===== src/design/rt2d_pkg.sv =====
// ----------------------------------------------------------------------------
// rt2d_pkg: shared definitions for the 2D rigid transform unit
// Widths, operation codes, the quarter-wave sine table and the trig types.
// ----------------------------------------------------------------------------
package rt2d_pkg;

  localparam int ANGLE_BITS = 16;
  localparam int COORD_BITS = 32;

  // Angles are widened to a fixed phase before the table lookup.
  localparam int PHASE_BITS = 24;
  localparam int QTR_BITS   = 22;
  localparam int FRAC_BITS  = 17;
  localparam int IDX_BITS   = QTR_BITS - FRAC_BITS + 1;
  localparam int TRIG_BITS  = 16;
  localparam int DELTA_BITS = 12;
  localparam int TAB_LAST   = 32;

  localparam logic [TRIG_BITS-1:0] TRIG_MAX = 16'd32767;

  localparam logic [1:0] OP_LOCAL_TO_GLOBAL = 2'd0;
  localparam logic [1:0] OP_GLOBAL_TO_LOCAL = 2'd1;
  localparam logic [1:0] OP_COMPOSE         = 2'd2;
  localparam logic [1:0] OP_NONE            = 2'd3;

  typedef logic signed [TRIG_BITS-1:0] trig_t;

  typedef struct packed {
    trig_t sin_v;
    trig_t cos_v;
  } rt2d_trig_t;

  // One table fetch: base value, step to the next entry, position between them.
  typedef struct packed {
    logic [TRIG_BITS-1:0]  base;
    logic [DELTA_BITS-1:0] delta;
    logic [FRAC_BITS-1:0]  frac;
    logic                  neg;
  } rt2d_fetch_t;

  // Sine over a quarter turn in 32 steps; the last entry is capped at 32767.
  function automatic logic [TRIG_BITS-1:0] quarter_sine(input logic [IDX_BITS-1:0] idx);
    logic [TRIG_BITS-1:0] v;
    case (idx)
      6'd0:    v = 16'd0;
      6'd1:    v = 16'd1608;
      6'd2:    v = 16'd3212;
      6'd3:    v = 16'd4808;
      6'd4:    v = 16'd6393;
      6'd5:    v = 16'd7962;
      6'd6:    v = 16'd9512;
      6'd7:    v = 16'd11039;
      6'd8:    v = 16'd12540;
      6'd9:    v = 16'd14010;
      6'd10:   v = 16'd15447;
      6'd11:   v = 16'd16846;
      6'd12:   v = 16'd18205;
      6'd13:   v = 16'd19520;
      6'd14:   v = 16'd20788;
      6'd15:   v = 16'd22006;
      6'd16:   v = 16'd23170;
      6'd17:   v = 16'd24279;
      6'd18:   v = 16'd25330;
      6'd19:   v = 16'd26320;
      6'd20:   v = 16'd27245;
      6'd21:   v = 16'd28106;
      6'd22:   v = 16'd28899;
      6'd23:   v = 16'd29622;
      6'd24:   v = 16'd30273;
      6'd25:   v = 16'd30852;
      6'd26:   v = 16'd31357;
      6'd27:   v = 16'd31786;
      6'd28:   v = 16'd32138;
      6'd29:   v = 16'd32413;
      6'd30:   v = 16'd32610;
      6'd31:   v = 16'd32729;
      default: v = TRIG_MAX;
    endcase
    return v;
  endfunction

endpackage


===== src/design/rt2d_sincos.sv =====
// ----------------------------------------------------------------------------
// rt2d_sincos: two-stage sine and cosine generator
// Table fetch in the first stage, linear interpolation and sign in the second.
// ----------------------------------------------------------------------------
module rt2d_sincos (
  input  logic                             clk,
  input  logic                             adv,
  input  logic [rt2d_pkg::ANGLE_BITS-1:0]  angle,
  output rt2d_pkg::rt2d_trig_t             trig
);
  import rt2d_pkg::*;

  localparam logic [ANGLE_BITS-1:0] QUARTER_TURN = ANGLE_BITS'(1) << (ANGLE_BITS - 2);

  rt2d_fetch_t sin_f;
  rt2d_fetch_t cos_f;

  // Fold the angle into the first quadrant and read the two table entries around it.
  function automatic rt2d_fetch_t fetch(input logic [ANGLE_BITS-1:0] a);
    logic [PHASE_BITS-1:0] phase;
    logic [QTR_BITS:0]     p;
    logic [IDX_BITS-1:0]   idx;
    rt2d_fetch_t           r;
    phase = PHASE_BITS'(a) << (PHASE_BITS - ANGLE_BITS);
    p = {1'b0, phase[QTR_BITS-1:0]};
    if (phase[QTR_BITS]) begin
      p = {1'b1, {QTR_BITS{1'b0}}} - p;
    end
    idx = p[QTR_BITS:FRAC_BITS];
    if (idx >= IDX_BITS'(TAB_LAST)) begin
      r.base  = TRIG_MAX;
      r.delta = '0;
    end else begin
      r.base  = quarter_sine(idx);
      r.delta = DELTA_BITS'(quarter_sine(IDX_BITS'(idx + 1'b1)) - quarter_sine(idx));
    end
    r.frac = p[FRAC_BITS-1:0];
    r.neg  = phase[PHASE_BITS-1];
    return r;
  endfunction

  function automatic trig_t interp(input rt2d_fetch_t f);
    logic [DELTA_BITS+FRAC_BITS:0] prod;
    logic [TRIG_BITS-1:0]          mag;
    prod = (DELTA_BITS + FRAC_BITS + 1)'(f.delta * f.frac)
         + (DELTA_BITS + FRAC_BITS + 1)'(1 << (FRAC_BITS - 1));
    mag = f.base + TRIG_BITS'(prod >> FRAC_BITS);
    return f.neg ? trig_t'(-mag) : trig_t'(mag);
  endfunction

  always_ff @(posedge clk) begin
    if (adv) begin
      sin_f <= fetch(angle);
      cos_f <= fetch(angle + QUARTER_TURN);
    end
  end

  always_ff @(posedge clk) begin
    if (adv) begin
      trig.sin_v <= interp(sin_f);
      trig.cos_v <= interp(cos_f);
    end
  end

endmodule


===== config.mk =====
export PLATFORM = sky130hd
export DESIGN_NAME = rt2d_sincos
export DESIGN_NICKNAME = d
export VERILOG_FILES = /design/src/design/rt2d_pkg.sv /design/src/design/rt2d_sincos.sv
export SDC_FILE = /design/constraint.sdc
export NUM_CORES = 1
export LEC_CHECK = 0
export BUFFER_PORTS_ARGS = -buffer_cell sky130_fd_sc_hd__buf_2
export CAP_MARGIN = 20
export CORE_MARGIN = 10
export CORE_UTILIZATION = 34
export DETAILED_ROUTE_END_ITERATION = 10
export GPL_ROUTABILITY_DRIVEN = 0
export PLACE_DENSITY_LB_ADDON = 0.3
export SLEW_MARGIN = 20
export SYNTH_ARGS = -nofsm -noshare
export SYNTH_HDL_FRONTEND = slang
export SYNTH_SLANG_ARGS = --single-unit

===== constraint.sdc =====
create_clock -name clk -period 10.7 [get_ports clk]
set_clock_uncertainty 0.2 [all_clocks]
set_input_delay 1.605 -clock clk [delete_from_list [all_inputs] [get_ports clk]]
set_output_delay 1.605 -clock clk [all_outputs]
set_load 0.02 [all_outputs]

==> results.py <==
metrics = {
    "layout": {
        "synthToLayoutAreaGrowth_pct": 6.08,
        "final_nets": 2367,
        "drive_gt1_share_pct": 5.56,
        "fin_cells": 2667,
        "fillers": 5061,
        "antenna-diode-count": 0,
        "finish.utilization_pct": 36.7,
    },
    "detailed_routing": {
        "drt-pass1-iter-count": 5,
        "vias_per_cell": 5.35,
        "wirelength_mm": 43.1,
        "drt_iter0_drc": 1192,
        "vias": 14300,
        "antenna_left": 0,
        "drc": 0,
        "routedWlPerCell_um": 16.2,
    },
    "floorplan": {
        "ios": 50,
        "start_util_pct": 34.6,
        "dieArea_mm2": 0.0607,
        "die_h_um": 246,
        "design.core.area_mm2": 0.0504,
        "die_w_um": 246,
        "row_count": 82,
    },
    "synth": {
        "ys_seq_area_share_pct": 18.1,
        "ys_top_cells_by_count": "230 x inv_1, 224 x nand2_1, 213 x ha_1",
        "synth_cell_types": 91,
        "synth_area_leader_cell": "edfxtp_1",
        "synth_most_common_cell": "inv_1",
        "yosys_warnings": 0,
        "synthesis.area_mm2": 0.0174,
        "synth_seq_cells": 105,
        "syn-instance-count": 2021,
        "synthFlopType": "edfxtp_1",
        "async_flop_share_pct": 0,
        "netlist.area_leader.share_pct": 18.1,
        "synth_edf_count": 105,
        "synth.area.top_cells": "edfxtp_1 18%, fa_1 17%, ha_1 15%, inv_1 5.0%, nand2_1 4.8%",
        "avgSynthCellArea_um2": 8.63,
        "synth_fp_nets": 2398,
    },
    "timing": {
        "final-max-slew-violation-count": 0,
        "fmax_mhz": 121,
        "hold_violations": 0,
        "fin_crit_ns": 8.25,
        "fin_tns_setup_ns": 0,
        "finalWorstSetupSlack_ns": 2.45,
        "rsz0062_at_grt": "false",
        "max_slew_margin_pct": 30.3,
        "period_share_pct": 77.1,
        "finalSetupViolCount": 0,
        "worst_pin_slew_ns": 1.04,
    },
    "global_route": {
        "grtUsageTotal_pct": 14.3,
        "grt_max_degree": 73,
        "grt_pass1_vias": 13700,
        "antenna_found_initial": 2,
        "grt_pass1_wl_mm": 71.4,
        "grt_overflow": 0,
    },
    "worst_setup_path": {
        "crit_chain": "and2_1 -> fa_1 -> inv_1 -> fa_1 -> fa_1 -> inv_1 -> fa_1 -> fa_1 -> ha_1 -> nor2b_1 -> o31a_1 -> o31a_1 -> a221o_1 -> a21o_1 -> xor2_1 -> ha_1 -> nand2b_1 -> nor3_1 -> a2111oi_0 -> o311ai_0 -> or2_2 -> or3_1 -> o31ai_1 -> xor2_1",
        "max_stage_delay_ns": 0.58,
        "crit_path_start_kind": "flip-flop",
        "crit_type": "flip-flop to flip-flop",
        "worst_ep_arrival_time_ns": 8.19,
        "crit_buf_inv": 2,
        "critPathMostFrequentCell": "fa_1",
        "crit_family": "adder cells",
        "slowest_stage": "edfxtp_1",
        "cp.required_ns": 10.63,
        "path_max_fanout": 9,
        "end_kind": "flip-flop",
    },
    "clocking": {
        "cts.repair_timing.setup_buffer_count": 0,
        "clockRootBuffer": "clkbuf_16",
        "cts_tree": "yes",
        "cts_buffer_depth": 2,
        "clock_sinks": 105,
        "h-tree-depth": 3,
        "path_clk_slew_ns": 0.08,
        "cts_buffers": 9,
        "clock_latency_ns": 0.38,
        "cts-resized-gates": 0,
        "cts_hold_buf": 0,
    },
    "place": {
        "pre_cts_ws_ns": 2.30,
        "dp.final_hpwl_mm": 33.7,
        "port_buffers": 49,
        "placed_cells": 2650,
    },
    "worst_hold_path": {
        "worstHoldPathType": "flip-flop to flip-flop",
    },
    "flow_run": {
        "max-cap-violations": 0,
    },
    "outcome": {
        "outcome": "finished, final reports clean",
    },
}
worst paths after layout:
check | depth (start not counted) | slack (ns) | endpoint | from
worst max-delay path | 24 | 2.45 | trig[14]$_DFFE_PP_ | cos_f[21]$_SDFFCE_PP0P_
worst min-delay path | 1 | 0.50 | trig[0]$_DFFE_PP_ | cos_f[30]$_SDFFCE_PP1P_
worst max register to register | 24 | 2.45 | trig[14]$_DFFE_PP_ | cos_f[21]$_SDFFCE_PP0P_
worst min register to register | 1 | 0.50 | trig[0]$_DFFE_PP_ | cos_f[30]$_SDFFCE_PP1P_
logic make-up (layout without fill, tap and decap cells):
family | after synthesis | after routing | synth area share [%]
AO/OA/AOI/OAI | 406 | 406 | 15.7
XOR/XNOR | 112 | 112 | 5.91
adder cells (fa/ha/maj) | 359 | 359 | 32.1
buffers and inverters | 336 | 310 | 7.56
flip-flops | 105 | 105 | 18.1
multiplexers | 15 | 15 | 1.08
AND/OR/NAND/NOR | 688 | 688 | 19.6
worst register-to-register path: stages (launching register included):
cell and delay (ns):
edfxtp_1 0.58, and2_1 0.27, fa_1 0.53, inv_1 0.05
fa_1 0.50, fa_1 0.52, inv_1 0.05, fa_1 0.47
fa_1 0.49, ha_1 0.33, nor2b_1 0.16, o31a_1 0.34
o31a_1 0.33, a221o_1 0.41, a21o_1 0.22, xor2_1 0.15
ha_1 0.37, nand2b_1 0.13, nor3_1 0.05, a2111oi_0 0.41
o311ai_0 0.31, or2_2 0.39, or3_1 0.37, o31ai_1 0.27
xor2_1 0.10
stage by stage:
stage               cell area (um^2)  hold slack, ns
floorplan                      17400           0.348
CTS                            18500           0.507
finish                         18500           0.499
global placement               18200           0.484
detailed placement             18200           0.474
global route                   18500           0.533
flip-flops by register name, indices dropped and copies added, names as in the netlist:
signal	flops
sin_f	37
trig	32
cos_f	36
routing by layer:
| metal | up-vias | wire (um) | global-route usage (%) |
|---|---|---|---|
| met5 | - | 27 | 0 |
| met4 | 4 | 898 | 4.53 |
| met3 | 59 | 2550 | 1.99 |
| met2 | 431 | 19200 | 21.9 |
| met1 | 6916 | 20400 | 20.2 |
| li1 | 6871 | - | - |
cells in the final DEF (no fill, tap or decap), drive strengths merged, types with 13 or more instances in the layout:
master and count:
a211oi 21, nor3 39, a21oi 85, nand3 39
nor3b 13, xor2 42, o21a 16, o211ai 35
a21o 18, buf 61, edfxtp 105, and2 133
nor2 126, nor2b 23, ha 213, fa 146
a31oi 14, nand4 13, nand2 225, inv 236
o21ai 97, xnor2 70, o31ai 17, nand2b 21
final cells by class:
cell class	instances	area [um^2]	area share [%]
clock buffers	9	225	1.22
clock inverters	7	68.8	0.372
inverters	233	875	4.73
multi-input cells	1580	13000	70.3
flip-flops and latches	105	3150	17.1
well taps	672	841	4.55
repair buffers	61	338	1.83
Power is not shown: default switching activity piles up to over one toggle a cycle in this logic, so the estimate is an artifact.
